<file path="config.mk">
export PLATFORM = sky130hd
export DESIGN_NAME = morse_code_keyer_unit
export DESIGN_NICKNAME = d
export VERILOG_FILES = /design/src/rtl/core/mck_pkg.sv /design/src/rtl/core/mck_ram.sv /design/src/rtl/core/mck_fifo.sv /design/src/rtl/core/mck_keyer.sv /design/src/rtl/core/morse_code_keyer_unit.sv
export SDC_FILE = /design/constraint.sdc
export NUM_CORES = 2
export LEC_CHECK = 0
export BUFFER_PORTS_ARGS = -buffer_cell sky130_fd_sc_hd__buf_2
export CORE_MARGIN = 2
export CORE_UTILIZATION = 55
export DETAILED_ROUTE_END_ITERATION = 16
export PLACE_DENSITY_LB_ADDON = 0.15
export SYNTH_ARGS = -nofsm -noshare
export SYNTH_HDL_FRONTEND = slang
export SYNTH_SLANG_ARGS = --single-unit
</file>
<file path="constraint.sdc">
create_clock -name clk -period 6.3 [get_ports clk]
set_input_delay 0 -clock clk [delete_from_list [all_inputs] [get_ports clk]]
set_output_delay 0 -clock clk [all_outputs]
set_load 0.005 [all_outputs]
</file>
<file path="src/rtl/core/mck_pkg.sv">
`timescale 1ns / 1ps
`default_nettype none
// ============================================================================
// Morse keyer shared definitions
// Types, register indexes, character codes and the dot/dash pattern table
// used by the Morse keyer modules.
// ============================================================================
package mck_pkg;

    localparam int DEFAULT_FIFO_DEPTH = 256;
    localparam int DEFAULT_TICK_WIDTH = 16;

    localparam int CFG_WIDTH       = 16;
    localparam int CFG_INDEX_WIDTH = 3;
    localparam int CHAR_WIDTH      = 8;
    localparam int LEVEL_WIDTH     = 9;

    // Operation codes of an input beat.
    localparam logic OP_WRITE = 1'b0;
    localparam logic OP_TICK  = 1'b1;

    // Configuration register indexes.
    localparam logic [CFG_INDEX_WIDTH-1:0] CFG_DOT_TICKS        = 3'd0;
    localparam logic [CFG_INDEX_WIDTH-1:0] CFG_DASH_TICKS       = 3'd1;
    localparam logic [CFG_INDEX_WIDTH-1:0] CFG_SYMBOL_GAP_TICKS = 3'd2;
    localparam logic [CFG_INDEX_WIDTH-1:0] CFG_LETTER_GAP_TICKS = 3'd3;
    localparam logic [CFG_INDEX_WIDTH-1:0] CFG_WORD_GAP_TICKS   = 3'd4;

    // Register values after reset.
    localparam logic [CFG_WIDTH-1:0] RESET_DOT_TICKS        = 16'd200;
    localparam logic [CFG_WIDTH-1:0] RESET_DASH_TICKS       = 16'd600;
    localparam logic [CFG_WIDTH-1:0] RESET_SYMBOL_GAP_TICKS = 16'd200;
    localparam logic [CFG_WIDTH-1:0] RESET_LETTER_GAP_TICKS = 16'd600;
    localparam logic [CFG_WIDTH-1:0] RESET_WORD_GAP_TICKS   = 16'd1400;

    // ASCII codes that bound the character classes.
    localparam logic [CHAR_WIDTH-1:0] CHAR_UPPER_A = 8'h41;
    localparam logic [CHAR_WIDTH-1:0] CHAR_UPPER_Z = 8'h5A;
    localparam logic [CHAR_WIDTH-1:0] CHAR_LOWER_A = 8'h61;
    localparam logic [CHAR_WIDTH-1:0] CHAR_LOWER_Z = 8'h7A;
    localparam logic [CHAR_WIDTH-1:0] CHAR_DIGIT_0 = 8'h30;
    localparam logic [CHAR_WIDTH-1:0] CHAR_DIGIT_9 = 8'h39;
    localparam logic [CHAR_WIDTH-1:0] CHAR_SPACE   = 8'h20;

    localparam int GLYPH_COUNT = 36;
    localparam int GLYPH_INDEX_WIDTH = 6;
    localparam logic [GLYPH_INDEX_WIDTH-1:0] DIGIT_BASE = 6'd26;

    // Bits 7..5 hold the symbol count, bits 4..0 the pattern with symbol i in
    // bit i (1 = dash). Letters A to Z come first, then digits 0 to 9.
    localparam logic [7:0] GLYPHS [GLYPH_COUNT] = '{
        8'h42, 8'h81, 8'h85, 8'h61, 8'h20, 8'h84, 8'h63, 8'h80,
        8'h40, 8'h8E, 8'h65, 8'h82, 8'h43, 8'h41, 8'h67, 8'h86,
        8'h8B, 8'h62, 8'h60, 8'h21, 8'h64, 8'h88, 8'h66, 8'h89,
        8'h8D, 8'h83,
        8'hBF, 8'hBE, 8'hBC, 8'hB8, 8'hB0, 8'hA0, 8'hA1, 8'hA3,
        8'hA7, 8'hAF
    };

    typedef struct packed {
        logic [CFG_WIDTH-1:0] dot_ticks;
        logic [CFG_WIDTH-1:0] dash_ticks;
        logic [CFG_WIDTH-1:0] symbol_gap_ticks;
        logic [CFG_WIDTH-1:0] letter_gap_ticks;
        logic [CFG_WIDTH-1:0] word_gap_ticks;
    } mck_cfg_t;

    typedef struct packed {
        logic push;
        logic pop;
    } mck_fifo_ctl_t;

    typedef struct packed {
        logic                   key_on;
        logic                   accepted;
        logic                   busy_res;
        logic [LEVEL_WIDTH-1:0] fifo_level;
    } mck_result_t;

    typedef struct packed {
        logic       is_glyph;
        logic       is_space;
        logic [4:0] bits;
        logic [2:0] len;
    } mck_glyph_t;

    // Sorts a character into letter/digit, space or other, and looks up the
    // pattern of letters and digits.
    function automatic mck_glyph_t mck_classify(input logic [CHAR_WIDTH-1:0] c);
        mck_glyph_t                   g;
        logic [GLYPH_INDEX_WIDTH-1:0] idx;
        logic [7:0]                   entry;
        g   = '0;
        idx = '0;
        if (c inside {[CHAR_UPPER_A:CHAR_UPPER_Z]}) begin
            g.is_glyph = 1'b1;
            idx = GLYPH_INDEX_WIDTH'(c - CHAR_UPPER_A);
        end else if (c inside {[CHAR_LOWER_A:CHAR_LOWER_Z]}) begin
            g.is_glyph = 1'b1;
            idx = GLYPH_INDEX_WIDTH'(c - CHAR_LOWER_A);
        end else if (c inside {[CHAR_DIGIT_0:CHAR_DIGIT_9]}) begin
            g.is_glyph = 1'b1;
            idx = GLYPH_INDEX_WIDTH'(c - CHAR_DIGIT_0) + DIGIT_BASE;
        end else if (c == CHAR_SPACE) begin
            g.is_space = 1'b1;
        end
        entry  = GLYPHS[idx];
        g.bits = entry[4:0];
        g.len  = entry[7:5];
        return g;
    endfunction

endpackage
`default_nettype wire

</file>
<file path="src/rtl/core/mck_ram.sv">
`timescale 1ns / 1ps
`default_nettype none
// ============================================================================
// Generic simple dual-port RAM
// One write port and one read port; read data is registered and returns the
// contents from before a write to the same address in the same cycle.
// ============================================================================
module mck_ram #(
    parameter int WIDTH = 8,
    parameter int DEPTH = 256,
    localparam int ADDR_WIDTH = (DEPTH > 1) ? $clog2(DEPTH) : 1
) (
    input  wire logic                  clk,
    input  wire logic                  wr_en,
    input  wire logic [ADDR_WIDTH-1:0] wr_addr,
    input  wire logic [WIDTH-1:0]      wr_data,
    input  wire logic [ADDR_WIDTH-1:0] rd_addr,
    output logic      [WIDTH-1:0]      rd_data
);

    logic [WIDTH-1:0] mem [DEPTH];

    always_ff @(posedge clk)
    begin
        rd_data <= mem[rd_addr];
        if (wr_en)
        begin
            mem[wr_addr] <= wr_data;
        end
    end

endmodule
`default_nettype wire

</file>
<file path="src/rtl/core/mck_fifo.sv">
`timescale 1ns / 1ps
`default_nettype none
// ============================================================================
// Morse keyer character FIFO
// Ring buffer in a RAM with read and write pointers and a fill count. The
// byte at the head is always presented, with a bypass for a byte written to
// the address being read.
// ============================================================================
module mck_fifo
    import mck_pkg::*;
#(
    parameter int FIFO_DEPTH = DEFAULT_FIFO_DEPTH,
    localparam int COUNT_WIDTH = $clog2(FIFO_DEPTH + 1)
) (
    input  wire logic                   clk,
    input  wire logic                   rst_n,
    input  wire mck_fifo_ctl_t          ctl,
    input  wire logic [CHAR_WIDTH-1:0]  push_data,
    output logic      [CHAR_WIDTH-1:0]  head,
    output logic      [COUNT_WIDTH-1:0] count
);

    localparam int PTR_WIDTH = (FIFO_DEPTH > 1) ? $clog2(FIFO_DEPTH) : 1;

    logic [PTR_WIDTH-1:0]   wr_ptr_reg, wr_ptr_next;
    logic [PTR_WIDTH-1:0]   rd_ptr_reg, rd_ptr_next;
    logic [COUNT_WIDTH-1:0] count_reg, count_next;
    logic                   bypass_reg, bypass_next;
    logic [CHAR_WIDTH-1:0]  bypass_data_reg;
    logic [CHAR_WIDTH-1:0]  ram_q;

    function automatic logic [PTR_WIDTH-1:0] ptr_inc(input logic [PTR_WIDTH-1:0] p);
        logic [PTR_WIDTH:0] sum;
        sum = {1'b0, p} + (PTR_WIDTH + 1)'(1);
        if (sum >= (PTR_WIDTH + 1)'(FIFO_DEPTH))
        begin
            return '0;
        end
        return sum[PTR_WIDTH-1:0];
    endfunction

    always_comb
    begin
        wr_ptr_next = ctl.push ? ptr_inc(wr_ptr_reg) : wr_ptr_reg;
        rd_ptr_next = ctl.pop ? ptr_inc(rd_ptr_reg) : rd_ptr_reg;
        count_next  = count_reg + COUNT_WIDTH'(ctl.push) - COUNT_WIDTH'(ctl.pop);
        // The RAM returns old contents when the slot being read is written in
        // the same cycle, so that byte is kept aside.
        bypass_next = ctl.push && (wr_ptr_reg == rd_ptr_next);
    end

    always_ff @(posedge clk or negedge rst_n)
    begin
        if (!rst_n)
        begin
            wr_ptr_reg <= '0;
            rd_ptr_reg <= '0;
            count_reg  <= '0;
            bypass_reg <= 1'b0;
        end
        else
        begin
            wr_ptr_reg <= wr_ptr_next;
            rd_ptr_reg <= rd_ptr_next;
            count_reg  <= count_next;
            bypass_reg <= bypass_next;
        end
    end

    always_ff @(posedge clk)
    begin
        bypass_data_reg <= push_data;
    end

    mck_ram #(
        .WIDTH (CHAR_WIDTH),
        .DEPTH (FIFO_DEPTH)
    ) u_store (
        .clk     (clk),
        .wr_en   (ctl.push),
        .wr_addr (wr_ptr_reg),
        .wr_data (push_data),
        .rd_addr (rd_ptr_next),
        .rd_data (ram_q)
    );

    assign head  = bypass_reg ? bypass_data_reg : ram_q;
    assign count = count_reg;

endmodule
`default_nettype wire

</file>
<file path="src/rtl/core/mck_keyer.sv">
`timescale 1ns / 1ps
`default_nettype none
// ============================================================================
// Morse keyer sequencer
// Interval countdown and letter state; decides FIFO push and pop and forms
// the result of each beat from the updated state.
// ============================================================================
module mck_keyer
    import mck_pkg::*;
#(
    parameter int FIFO_DEPTH = DEFAULT_FIFO_DEPTH,
    parameter int TICK_WIDTH = DEFAULT_TICK_WIDTH,
    localparam int COUNT_WIDTH = $clog2(FIFO_DEPTH + 1)
) (
    input  wire logic                   clk,
    input  wire logic                   rst_n,
    input  wire logic                   step,
    input  wire logic                   opcode,
    input  wire logic                   last_of_write,
    input  wire mck_cfg_t               cfg,
    input  wire logic [COUNT_WIDTH-1:0] fifo_count,
    input  wire logic [CHAR_WIDTH-1:0]  fifo_head,
    output mck_fifo_ctl_t               fifo_ctl,
    output mck_result_t                 result
);

    logic                   sending_reg, sending_next;
    logic                   keyed_reg, keyed_next;
    logic                   in_letter_reg, in_letter_next;
    logic [4:0]             pattern_bits_reg, pattern_bits_next;
    logic [2:0]             pattern_len_reg, pattern_len_next;
    logic [2:0]             symbol_index_reg, symbol_index_next;
    logic [TICK_WIDTH-1:0]  countdown_reg, countdown_next;

    mck_glyph_t             glyph;
    logic [7:0]             pattern_ext;
    logic                   dash_now;
    logic [TICK_WIDTH-1:0]  countdown_dec;
    logic                   has_room;
    logic                   accepted;
    logic [COUNT_WIDTH-1:0] level_next;
    logic [31:0]            level_wide;

    // A zero setting counts as one tick; a setting beyond the counter range
    // saturates to the largest count.
    function automatic logic [TICK_WIDTH-1:0] load_ticks(input logic [CFG_WIDTH-1:0] v);
        logic [32:0] wide;
        logic [32:0] tick_max;
        wide     = 33'(v);
        tick_max = (33'd1 << TICK_WIDTH) - 33'd1;
        if (v == '0)
        begin
            return TICK_WIDTH'(1);
        end
        if (wide > tick_max)
        begin
            return '1;
        end
        return wide[TICK_WIDTH-1:0];
    endfunction

    always_comb
    begin
        sending_next      = sending_reg;
        keyed_next        = keyed_reg;
        in_letter_next    = in_letter_reg;
        pattern_bits_next = pattern_bits_reg;
        pattern_len_next  = pattern_len_reg;
        symbol_index_next = symbol_index_reg;
        countdown_next    = countdown_reg;
        fifo_ctl          = '0;
        accepted          = 1'b0;

        glyph         = mck_classify(fifo_head);
        pattern_ext   = {3'b000, pattern_bits_reg};
        dash_now      = pattern_ext[symbol_index_reg];
        countdown_dec = (countdown_reg == '0) ? '0 : countdown_reg - TICK_WIDTH'(1);
        has_room      = fifo_count < COUNT_WIDTH'(FIFO_DEPTH);

        if (step)
        begin
            if (opcode == OP_WRITE)
            begin
                if (has_room)
                begin
                    fifo_ctl.push = 1'b1;
                    accepted      = 1'b1;
                end
                // A refused last byte still starts sending if data is queued.
                if (last_of_write && !sending_reg && (has_room || fifo_count != '0))
                begin
                    sending_next   = 1'b1;
                    countdown_next = TICK_WIDTH'(1);
                end
            end
            else if (sending_reg)
            begin
                countdown_next = countdown_dec;
                if (countdown_dec == '0)
                begin
                    if (!in_letter_reg)
                    begin
                        if (fifo_count == '0)
                        begin
                            sending_next = 1'b0;
                            keyed_next   = 1'b0;
                        end
                        else
                        begin
                            fifo_ctl.pop = 1'b1;
                            if (glyph.is_glyph)
                            begin
                                pattern_bits_next = glyph.bits;
                                pattern_len_next  = glyph.len;
                                symbol_index_next = 3'd1;
                                in_letter_next    = 1'b1;
                                keyed_next        = 1'b1;
                                countdown_next    = load_ticks(glyph.bits[0] ?
                                                    cfg.dash_ticks : cfg.dot_ticks);
                            end
                            else if (glyph.is_space)
                            begin
                                keyed_next     = 1'b0;
                                countdown_next = load_ticks(cfg.word_gap_ticks);
                            end
                            else
                            begin
                                countdown_next = TICK_WIDTH'(1);
                            end
                        end
                    end
                    else if (keyed_reg)
                    begin
                        keyed_next     = 1'b0;
                        countdown_next = load_ticks(cfg.symbol_gap_ticks);
                    end
                    else if (symbol_index_reg >= pattern_len_reg)
                    begin
                        in_letter_next = 1'b0;
                        countdown_next = load_ticks(cfg.letter_gap_ticks);
                    end
                    else
                    begin
                        keyed_next        = 1'b1;
                        symbol_index_next = symbol_index_reg + 3'd1;
                        countdown_next    = load_ticks(dash_now ?
                                            cfg.dash_ticks : cfg.dot_ticks);
                    end
                end
            end
        end

        level_next = fifo_count + COUNT_WIDTH'(fifo_ctl.push) - COUNT_WIDTH'(fifo_ctl.pop);
        level_wide = 32'(level_next);

        result.key_on     = keyed_next;
        result.accepted   = accepted;
        result.busy_res   = sending_next;
        result.fifo_level = level_wide[LEVEL_WIDTH-1:0];
    end

    always_ff @(posedge clk or negedge rst_n)
    begin
        if (!rst_n)
        begin
            sending_reg      <= 1'b0;
            keyed_reg        <= 1'b0;
            in_letter_reg    <= 1'b0;
            pattern_bits_reg <= '0;
            pattern_len_reg  <= '0;
            symbol_index_reg <= '0;
            countdown_reg    <= '0;
        end
        else
        begin
            sending_reg      <= sending_next;
            keyed_reg        <= keyed_next;
            in_letter_reg    <= in_letter_next;
            pattern_bits_reg <= pattern_bits_next;
            pattern_len_reg  <= pattern_len_next;
            symbol_index_reg <= symbol_index_next;
            countdown_reg    <= countdown_next;
        end
    end

endmodule
`default_nettype wire

</file>
<file path="src/rtl/core/morse_code_keyer_unit.sv">
`timescale 1ns / 1ps
`default_nettype none
// ============================================================================
// Morse code keyer unit
// Character FIFO feeding a Morse keyer that is clocked by tick beats.
// ============================================================================
// The unit takes one input beat per clock cycle and returns exactly one result
// beat for each, in the cycle after acceptance; a beat is taken whenever the
// result register is empty or is being drained in the same cycle, so the
// sustained rate is one item per cycle. A write beat (opcode 0) queues
// char_byte in a FIFO of FIFO_DEPTH characters held in a RAM; accepted tells
// whether it fit, and a beat marked last_of_write starts sending when the
// keyer is idle and the FIFO holds data. A tick beat (opcode 1) counts down
// the current interval; when it runs out the keyer pops the next character
// and keys its dots and dashes, separated by symbol gaps and followed by a
// letter gap. A space keys off for the word gap, any other character waits
// one tick, and an empty FIFO ends sending. Every result reports the key
// state, whether the keyer is busy and the FIFO level after the beat. The
// FIFO head is read from a registered RAM port addressed by the next read
// pointer, with a bypass for a byte written into that slot, so no clearing
// pass follows reset. The user must write the five timing registers through
// the cfg_write port only while the unit is idle; the block does not enforce
// this. All durations are in ticks, a zero setting acts as one tick, and
// settings beyond a TICK_WIDTH-bit counter saturate.
// ============================================================================
module morse_code_keyer_unit
    import mck_pkg::*;
#(
    parameter int FIFO_DEPTH = DEFAULT_FIFO_DEPTH,
    parameter int TICK_WIDTH = DEFAULT_TICK_WIDTH
) (
    input  wire logic                       clk,
    input  wire logic                       rst_n,
    // Input channel.
    input  wire logic                       item_valid,
    output logic                            item_ready,
    input  wire logic                       opcode,
    input  wire logic [CHAR_WIDTH-1:0]      char_byte,
    input  wire logic                       last_of_write,
    // Result channel.
    output logic                            result_valid,
    input  wire logic                       result_ready,
    output logic                            key_on,
    output logic                            accepted,
    output logic                            busy_res,
    output logic      [LEVEL_WIDTH-1:0]     fifo_level,
    // Configuration write port.
    input  wire logic                       cfg_write,
    input  wire logic [CFG_INDEX_WIDTH-1:0] cfg_index,
    input  wire logic [CFG_WIDTH-1:0]       cfg_data
);

    localparam int COUNT_WIDTH = $clog2(FIFO_DEPTH + 1);

    mck_cfg_t               cfg_reg, cfg_next;
    logic                   result_valid_reg, result_valid_next;
    mck_result_t            result_reg;
    mck_result_t            step_result;
    mck_fifo_ctl_t          fifo_ctl;
    logic [COUNT_WIDTH-1:0] fifo_count;
    logic [CHAR_WIDTH-1:0]  fifo_head;
    logic                   step;

    // The result register parts the two channels: a new beat is taken when no
    // result is pending or the pending result leaves in the same cycle.
    assign item_ready = !result_valid_reg || result_ready;
    assign step       = item_valid && item_ready;

    // Timing register writes; an index beyond the list is ignored.
    always_comb
    begin
        cfg_next = cfg_reg;
        if (cfg_write)
        begin
            case (cfg_index)
                CFG_DOT_TICKS:        cfg_next.dot_ticks        = cfg_data;
                CFG_DASH_TICKS:       cfg_next.dash_ticks       = cfg_data;
                CFG_SYMBOL_GAP_TICKS: cfg_next.symbol_gap_ticks = cfg_data;
                CFG_LETTER_GAP_TICKS: cfg_next.letter_gap_ticks = cfg_data;
                CFG_WORD_GAP_TICKS:   cfg_next.word_gap_ticks   = cfg_data;
                default:              cfg_next = cfg_reg;
            endcase
        end
    end

    always_comb
    begin
        if (step)
        begin
            result_valid_next = 1'b1;
        end
        else if (result_ready)
        begin
            result_valid_next = 1'b0;
        end
        else
        begin
            result_valid_next = result_valid_reg;
        end
    end

    always_ff @(posedge clk or negedge rst_n)
    begin
        if (!rst_n)
        begin
            cfg_reg.dot_ticks        <= RESET_DOT_TICKS;
            cfg_reg.dash_ticks       <= RESET_DASH_TICKS;
            cfg_reg.symbol_gap_ticks <= RESET_SYMBOL_GAP_TICKS;
            cfg_reg.letter_gap_ticks <= RESET_LETTER_GAP_TICKS;
            cfg_reg.word_gap_ticks   <= RESET_WORD_GAP_TICKS;
            result_valid_reg         <= 1'b0;
        end
        else
        begin
            cfg_reg          <= cfg_next;
            result_valid_reg <= result_valid_next;
        end
    end

    // The result payload is only loaded with a beat, so it needs no reset.
    always_ff @(posedge clk)
    begin
        if (step)
        begin
            result_reg <= step_result;
        end
    end

    mck_fifo #(
        .FIFO_DEPTH (FIFO_DEPTH)
    ) u_fifo (
        .clk       (clk),
        .rst_n     (rst_n),
        .ctl       (fifo_ctl),
        .push_data (char_byte),
        .head      (fifo_head),
        .count     (fifo_count)
    );

    mck_keyer #(
        .FIFO_DEPTH (FIFO_DEPTH),
        .TICK_WIDTH (TICK_WIDTH)
    ) u_keyer (
        .clk           (clk),
        .rst_n         (rst_n),
        .step          (step),
        .opcode        (opcode),
        .last_of_write (last_of_write),
        .cfg           (cfg_reg),
        .fifo_count    (fifo_count),
        .fifo_head     (fifo_head),
        .fifo_ctl      (fifo_ctl),
        .result        (step_result)
    );

    assign result_valid = result_valid_reg;
    assign key_on       = result_reg.key_on;
    assign accepted     = result_reg.accepted;
    assign busy_res     = result_reg.busy_res;
    assign fifo_level   = result_reg.fifo_level;

endmodule
`default_nettype wire

</file>
# == Word-level counts from Yosys, hierarchy flattened ==
# Memory sizes are Yosys's and may differ from the RTL's. A register that Yosys moved wholly into a read port is not among the register bits.
# Cells that the tools add are included.
# totals
reg_bits,157
latch_bits,0
ram_bits,2048
rom_bits,512
output_inout_bits,14
n_memories,2
# mem_list
memory,depth,width,rd,rd_ports_with_merged_regs,write_ports,line,text
u_fifo.u_store.mem,256,8,1,1,1,mck_ram.sv:21,logic [WIDTH-1:0] mem [DEPTH];
(name not given),64,8,1,0,0,mck_pkg.sv:107,entry = GLYPHS[idx];
# op_classes
addsub,10
mul,0
n_div,0
order_cmp,12
eq_ne,10
n_shift,0
muxes,122
n_bitwise,3
n_reduce_logical,33
# ops
op,n
16-bit two-way mux,23
16-bit logical NOT,7
1-bit two-way mux,81
8-bit two-way mux,8
8-bit by 1-bit adder with 9-bit output (second input constant),2
9-bit greater-or-equal comparator (second input constant),2
6-bit two-way mux,3
8-bit by 7-bit greater-or-equal comparator with 1-bit output (second input constant),2
8-bit by 7-bit <= comparator with 1-bit output (second input constant),2
16-bit by 1-bit subtractor with 16-bit output (second input constant),1
3-bit two-way mux,5
6-bit subtractor (second input constant),2
2-bit AND reduction,5
9-bit by 1-bit adder with 9-bit output,1
9-bit logical NOT,1
9-bit < comparator (second input constant),1
9-bit nonzero test,1
9-bit by 1-bit subtractor with 9-bit output,1
8-bit by 6-bit equality test with 1-bit output (second input constant),1
8-bit equality test,1
8-bit by 6-bit greater-or-equal comparator with 1-bit output (second input constant),1
8-bit by 6-bit <= comparator with 1-bit output (second input constant),1
8-bit AND reduction,1
7-bit greater-or-equal comparator (second input constant),1
other kinds (22),36

# == Depth between registers and ports, before layout ==
# logic_depth
word_depth,27
mapped_depth,22
depth_no_buf,20

# == Modules after synthesis ==
# A second synthesis with hierarchy kept.
# hier_totals
hier_cells,4772
hier_area_um2,89719.8
# modules_own_cells
module,n_inst,cells_each,area_each_um2,seq_area_each_um2
mck_ram,1,3733,79556.3,61659.1
mck_keyer,1,664,4725.8,750.7
morse_code_keyer_unit,1,189,3503.4,2412.3
mck_fifo,1,186,1934.4,810.8

# == Least setup slack after synthesis ==
# Ideal clock, no wire load.
# synth_timing
path_kind,register to register
startpoint,reg u_fifo.bypass_reg
endpoint,reg u_keyer.countdown_reg[1]
setup_time_ns,0.121
t_arrival_ns,4.469
t_required_ns,6.179
path_slack_ns,1.709
stages_incl_launch_ff,21
path_buffers,3
synth_period_minus_slack_ns,4.591
path_cell_list,dfrtp_1 > buf_2 > buf_2 > mux2i_1 > inv_1 > ha_1 > o21ai_0 > a21oi_1 > o21ai_1 > mux2_2 > inv_1 > ha_1 > a21oi_1 > a211o_1 > a21o_1 > buf_2 > mux2_2 > a221oi_1 > a21oi_1 > o211ai_1 > nand2_1
# synth_between
elab_chain_len,27
# synth_lines
element,line,text
"start, declared",mck_fifo.sv:28,"logic bypass_reg, bypass_next;"
"start signal, assigned",mck_fifo.sv:66,bypass_reg <= bypass_next;
8-bit two-way mux (*),mck_fifo.sv:87,assign head = bypass_reg ? bypass_data_reg : ram_q;
"6-bit subtractor, or another cell as far along",mck_pkg.sv:103,idx = GLYPH_INDEX_WIDTH'(c - CHAR_DIGIT_0) + DIGIT_BASE;
6-bit by 5-bit adder with 6-bit output or 1-bit logical AND (tied branches),"mck_pkg.sv:103, mck_pkg.sv:101",
6-bit two-way mux,mck_pkg.sv:101,end else if (c inside {[CHAR_DIGIT_0:CHAR_DIGIT_9]}) begin
6-bit two-way mux,mck_pkg.sv:98,end else if (c inside {[CHAR_LOWER_A:CHAR_LOWER_Z]}) begin
6-bit two-way mux,mck_pkg.sv:95,if (c inside {[CHAR_UPPER_A:CHAR_UPPER_Z]}) begin
6-bit NOT with 7-bit output (implied by the code),mck_pkg.sv:107,
memory 64 x 8 bit,-,
[11 not listed],-,
1-bit two-way mux,mck_keyer.sv:80,if (step)
16-bit two-way mux,mck_keyer.sv:55,if (wide > tick_max)
16-bit two-way mux (*),mck_keyer.sv:111,if (glyph.is_glyph)
16-bit two-way mux (*),mck_keyer.sv:103,if (fifo_count == '0)
16-bit two-way mux (*),mck_keyer.sv:101,if (!in_letter_reg)
16-bit two-way mux (*),mck_keyer.sv:99,if (countdown_dec == '0)
16-bit two-way mux (*),mck_keyer.sv:96,else if (sending_reg)
16-bit two-way mux (*),mck_keyer.sv:82,if (opcode == OP_WRITE)
"end signal, assigned",mck_keyer.sv:182,countdown_reg <= countdown_next;
"end, declared",mck_keyer.sv:33,"logic [TICK_WIDTH-1:0] countdown_reg, countdown_next;"
# Mark *: on every way between the ends. The rest lies on a longest branch, timed or not. The select of a mux whose other input is x is not followed.
# A chain may end at the register's enable or synchronous reset.

# == Final worst setup path ==
# layout_timing
startpoint,reg u_keyer.countdown_reg[0]
endpoint,reg u_fifo.u_store.rd_data[2] (read register of u_fifo.u_store.mem)
# layout_between
elab_chain_len,8
# layout_lines
element,line,text
16-bit by 1-bit subtractor with 16-bit output or 16-bit logical NOT (tied branches),mck_keyer.sv:77,countdown_dec = (countdown_reg == '0) ? '0 : countdown_reg - TICK_WIDTH'(1);
16-bit two-way mux (*),mck_keyer.sv:77,
16-bit logical NOT (*),mck_keyer.sv:99,
1-bit two-way mux (*),mck_keyer.sv:99,
1-bit two-way mux (*),mck_keyer.sv:96,
1-bit two-way mux (*),mck_keyer.sv:82,
2-bit two-way mux (*),mck_keyer.sv:80,
8-bit two-way mux (*),mck_fifo.sv:45,rd_ptr_next = ctl.pop ? ptr_inc(rd_ptr_reg) : rd_ptr_reg;
"end, declared",mck_ram.sv:18,output logic [WIDTH-1:0] rd_data
# Mark *: on every way between the ends. The rest lies on a longest branch, timed or not.

==> flow_summary_export.csv <==
group,metric,value,unit
layout,drive_gt1_share,10.5,%
worst_setup_path,critPathRequiredTime,7000,ps
synthesis,syn_avg_cell_area,13.2,µm²
worst_setup_path,max_stage_delay,650,ps
sta,fmax,0.165,GHz
synthesis,synth.most_common_cell,"edfxtp_1",
power,finalPower,43700,µW
floorplanning,die_h,411,µm
drt,drc,0,
synthesis,syn-num-nets,6958,
sta,finalSetupViolCount,0,
drt,drt_iter0_drc,8370,
global_route,grt_pass1_wl,394,mm
power,vdd_drop_max,0.384,mV
synthesis,synth_area,91000,µm²
synthesis,yosys.area.top_type,"edfxtp_1",
synthesis,synth_flop_cell,"edfxtp_1",
layout,final_area,102000,µm²
layout,nFillCells,12400,
floorplanning,die-area,169000,µm²
sta,period_minus_slack,6080,ps
placed_design,dpl.hpwl,162,mm
clock_network,cts_setup_buffers,0,
sta,period_share,96.4,%
sta,hold_violations,2,
placed_design,routabilityCongestion,0.954,
sta,rsz0062_at_grt,"no",
floorplanning,fp.dieW,411,µm
sta,max_slew.worst_pin.slew,1370,ps
worst_setup_path,crit_path_max_fanout,42,
power,switchingPower,15800,µW
worst_setup_path,path_cells,"inv_1, ha_1, or3b_1, nor4b_1, a211oi_1, o21a_1, buf_4, o31a_1, nor2_4, buf_12, buf_4, nand2_1, o22ai_1, o31ai_1, and4b_1, nand3_1, a21oi_1, nor4_1",
sta,skew,62.8,ps
clock_network,path_clk_slew,70,ps
drt,wl,270,mm
layout,area_growth_syn_to_layout,11.8,%
worst_setup_path,endpoint_kind,"register",
run_status,outcome,"complete, but fails checks",
drt,wl_per_cell,28.9,µm
drt,first_pass_iters,6,
worst_hold_path,whs_path_depth,1,
synthesis,synth_edf_count,2060,
sta,final-max-slew-violation-count,0,
worst_setup_path,cp-start-kind,"register",
worst_setup_path,crit_type,"register to register",
worst_setup_path,r2r_cells,18,
floorplanning,core_area,165000,µm²
worst_hold_path,hold_class,"input pin to register",
layout,final_core_util,61.8,%
power,powerDensity,430,nW/µm²
worst_setup_path,cpMaxStageDelayCell,"and4b_1",
clock_network,clockRootBuffer,"clkbuf_16",
synthesis,synth_top_area_share,68.0,%
run_status,violations,"negative hold slack",
global_route,grt_pass1_vias,57700,
global_route,grt_max_degree,184,
synthesis,synth.distinct_cells,96,
synthesis,ys_warn_count,0,
sta,finalSetupTns,0,ps
drt,viasPerCell,6.44,
power,combPwrFrac,32.3,%
synthesis,async_reset_ff_share,6.19,%
synthesis,ys_top_cells_by_area,"edfxtp_1, nand2_1, dfrtp_1",
placed_design,io_buffers,47,
power,sw_frac_of_total,36.1,%
layout,fin_nets,7040,
flow_run,max-cap-violations,0,
worst_setup_path,cp.arrival,6780,ps
worst_setup_path,crit_top_cell,"buf_4",
global_route,grt_overflow,0,
drt,dr_total_vias,60300,
power,seq_power_share,38.4,%
global_route,grtUsageTotal,31.8,%
floorplanning,rows,149,
layout,largest_reg_flops,2048,
clock_network,clk_latency,870,ps
clock_network,cts_sinks,2213,
clock_network,htreeDepth,4,
power,power_leakage,0.0343,µW
synthesis,yosys-top-cells-count,"edfxtp_1, nand2_1, nand3_1",
drt,antenna_left,0,
clock_network,cts_tree,"yes",
power,clkPwrFrac,29.3,%
clock_network,clk_path_buf_depth,3,
power,intPower,27900,µW
synthesis,syn_inst,6886,
floorplanning,top_level_ports,48,
floorplanning,initial_core_util,55.3,%
synthesis,synth-seq-cells,2213,
clock_network,cts_buffers,218,
sta,holdWs,-2.09,ps
synthesis,seq_area_frac_synth,72.1,%
placed_design,dpl_cell_area,94200,µm²
sta,relSlewSlack,8.07,%
global_route,antenna_found_initial,6,
-- layout by cell type (no fill, tap or decap), types with 19 or more instances in the layout --
cell type         n
clkbuf_1         62
dfstp_2          20
buf_2            38
dlygate4sd3_1    55
clkinv_1         37
a22oi_1          55
mux2i_1         242
a311oi_1         57
o211ai_1         34
nor2_1          465
and3_1          108
mux2_2          100
a32oi_1          93
nor4_1           42
buf_4           169
nand4_1          87
inv_1            38
nand3_1         512
ha_1             37
a32o_1           19
o21ai_0         157
nor3_1           27
a21oi_1         149
clkbuf_16       219
xnor2_1          22
edfxtp_1       2060
a211oi_1         76
a31oi_1         180
nand2_1        1464
clkinv_2         50
buf_12           39
dfrtp_1         117
-- worst paths after layout --
kind                                                      endpoint                                    start  slack, ps
setup reg to reg                 u_fifo.u_store.rd_data[2]$_DFF_P_     u_keyer.countdown_reg[0]$_DFFE_PN0P_        220
min in group asynchronous                  cfg_reg[25]$_DFFE_PN1P_                                    rst_n        300
max in group asynchronous         u_fifo.wr_ptr_reg[3]$_DFFE_PN0P_                                    rst_n       5040
hold / removal                u_fifo.u_store.mem[122][1]$_DFFE_PP_                             char_byte[1]         -2
hold reg to reg            u_keyer.pattern_bits_reg[1]$_DFFE_PN0P_  u_keyer.pattern_bits_reg[1]$_DFFE_PN0P_        480
setup / recovery                 u_fifo.u_store.rd_data[2]$_DFF_P_     u_keyer.countdown_reg[0]$_DFFE_PN0P_        220
-- cells by family after synthesis --
kind of cell	count (synthesis)	synth area share [%]
adders and majority gates	38	0.531
xor gates and xnor gates	32	0.316
and+or+nand+nor	2794	13.3
buffers and inverters	494	2.50
muxes	343	3.92
AOI/OAI and AO/OA	972	7.35
DFF	2213	72.1
-- worst max-delay path, delay by kind of cell, from the launching register on --
kind	cells	cell delay [ps]
flops	1	440
compound gates	6	1620
buf+inv	4	1210
fa+ha+maj	1	210
simple gates	7	2400
-- layer usage --
layer  routed length (µm)  GRT usage (%)
met4                11700           13.4
met2               124000           48.3
met5                   23              0
met3                28100           7.35
met1               107000           44.3
-- what timing repair did --
action,CTS,global route
resized for setup,0,3
endpoints found under the hold margin,887,0
hold buffers,56,0
endpoints found under the setup margin,0,3
-- through the flow --
stage	hold slack, ps	worst slack, ps	std cells
CTS	8.84	221	9351
floorplan	-296	1710	6886
finish	-2.09	225	9356
detailed placement	70.5	224	8881
global placement	68.8	289	8881
global route	32.4	108	9351
-- final cells by class --
| type | instances | area [µm²] | area share, % |
|---|---|---|---|
| repair buffers | 311 | 2940 | 2.89 |
| inverters | 45 | 185 | 0.182 |
| clock inverters | 128 | 1220 | 1.20 |
| clock buffers | 286 | 5780 | 5.68 |
| flip-flops and latches | 2213 | 65600 | 64.5 |
| well taps | 2189 | 2740 | 2.69 |
| diodes | 5 | 12.5 | 0.0123 |
| multi-input cells | 4179 | 23300 | 22.8 |
-- power groups by stage --
stage / Combinational (µW) / Sequential [µW] / Clock (µW)
floorplan: 8830 / 16900 / 0
global placement: 13700 / 17100 / 0
detailed placement: 13800 / 17100 / 0
CTS: 13900 / 16800 / 12900
global route: 15000 / 16800 / 13400
finish: 14100 / 16800 / 12800
Note: power is estimated with default switching activity, not from simulation.
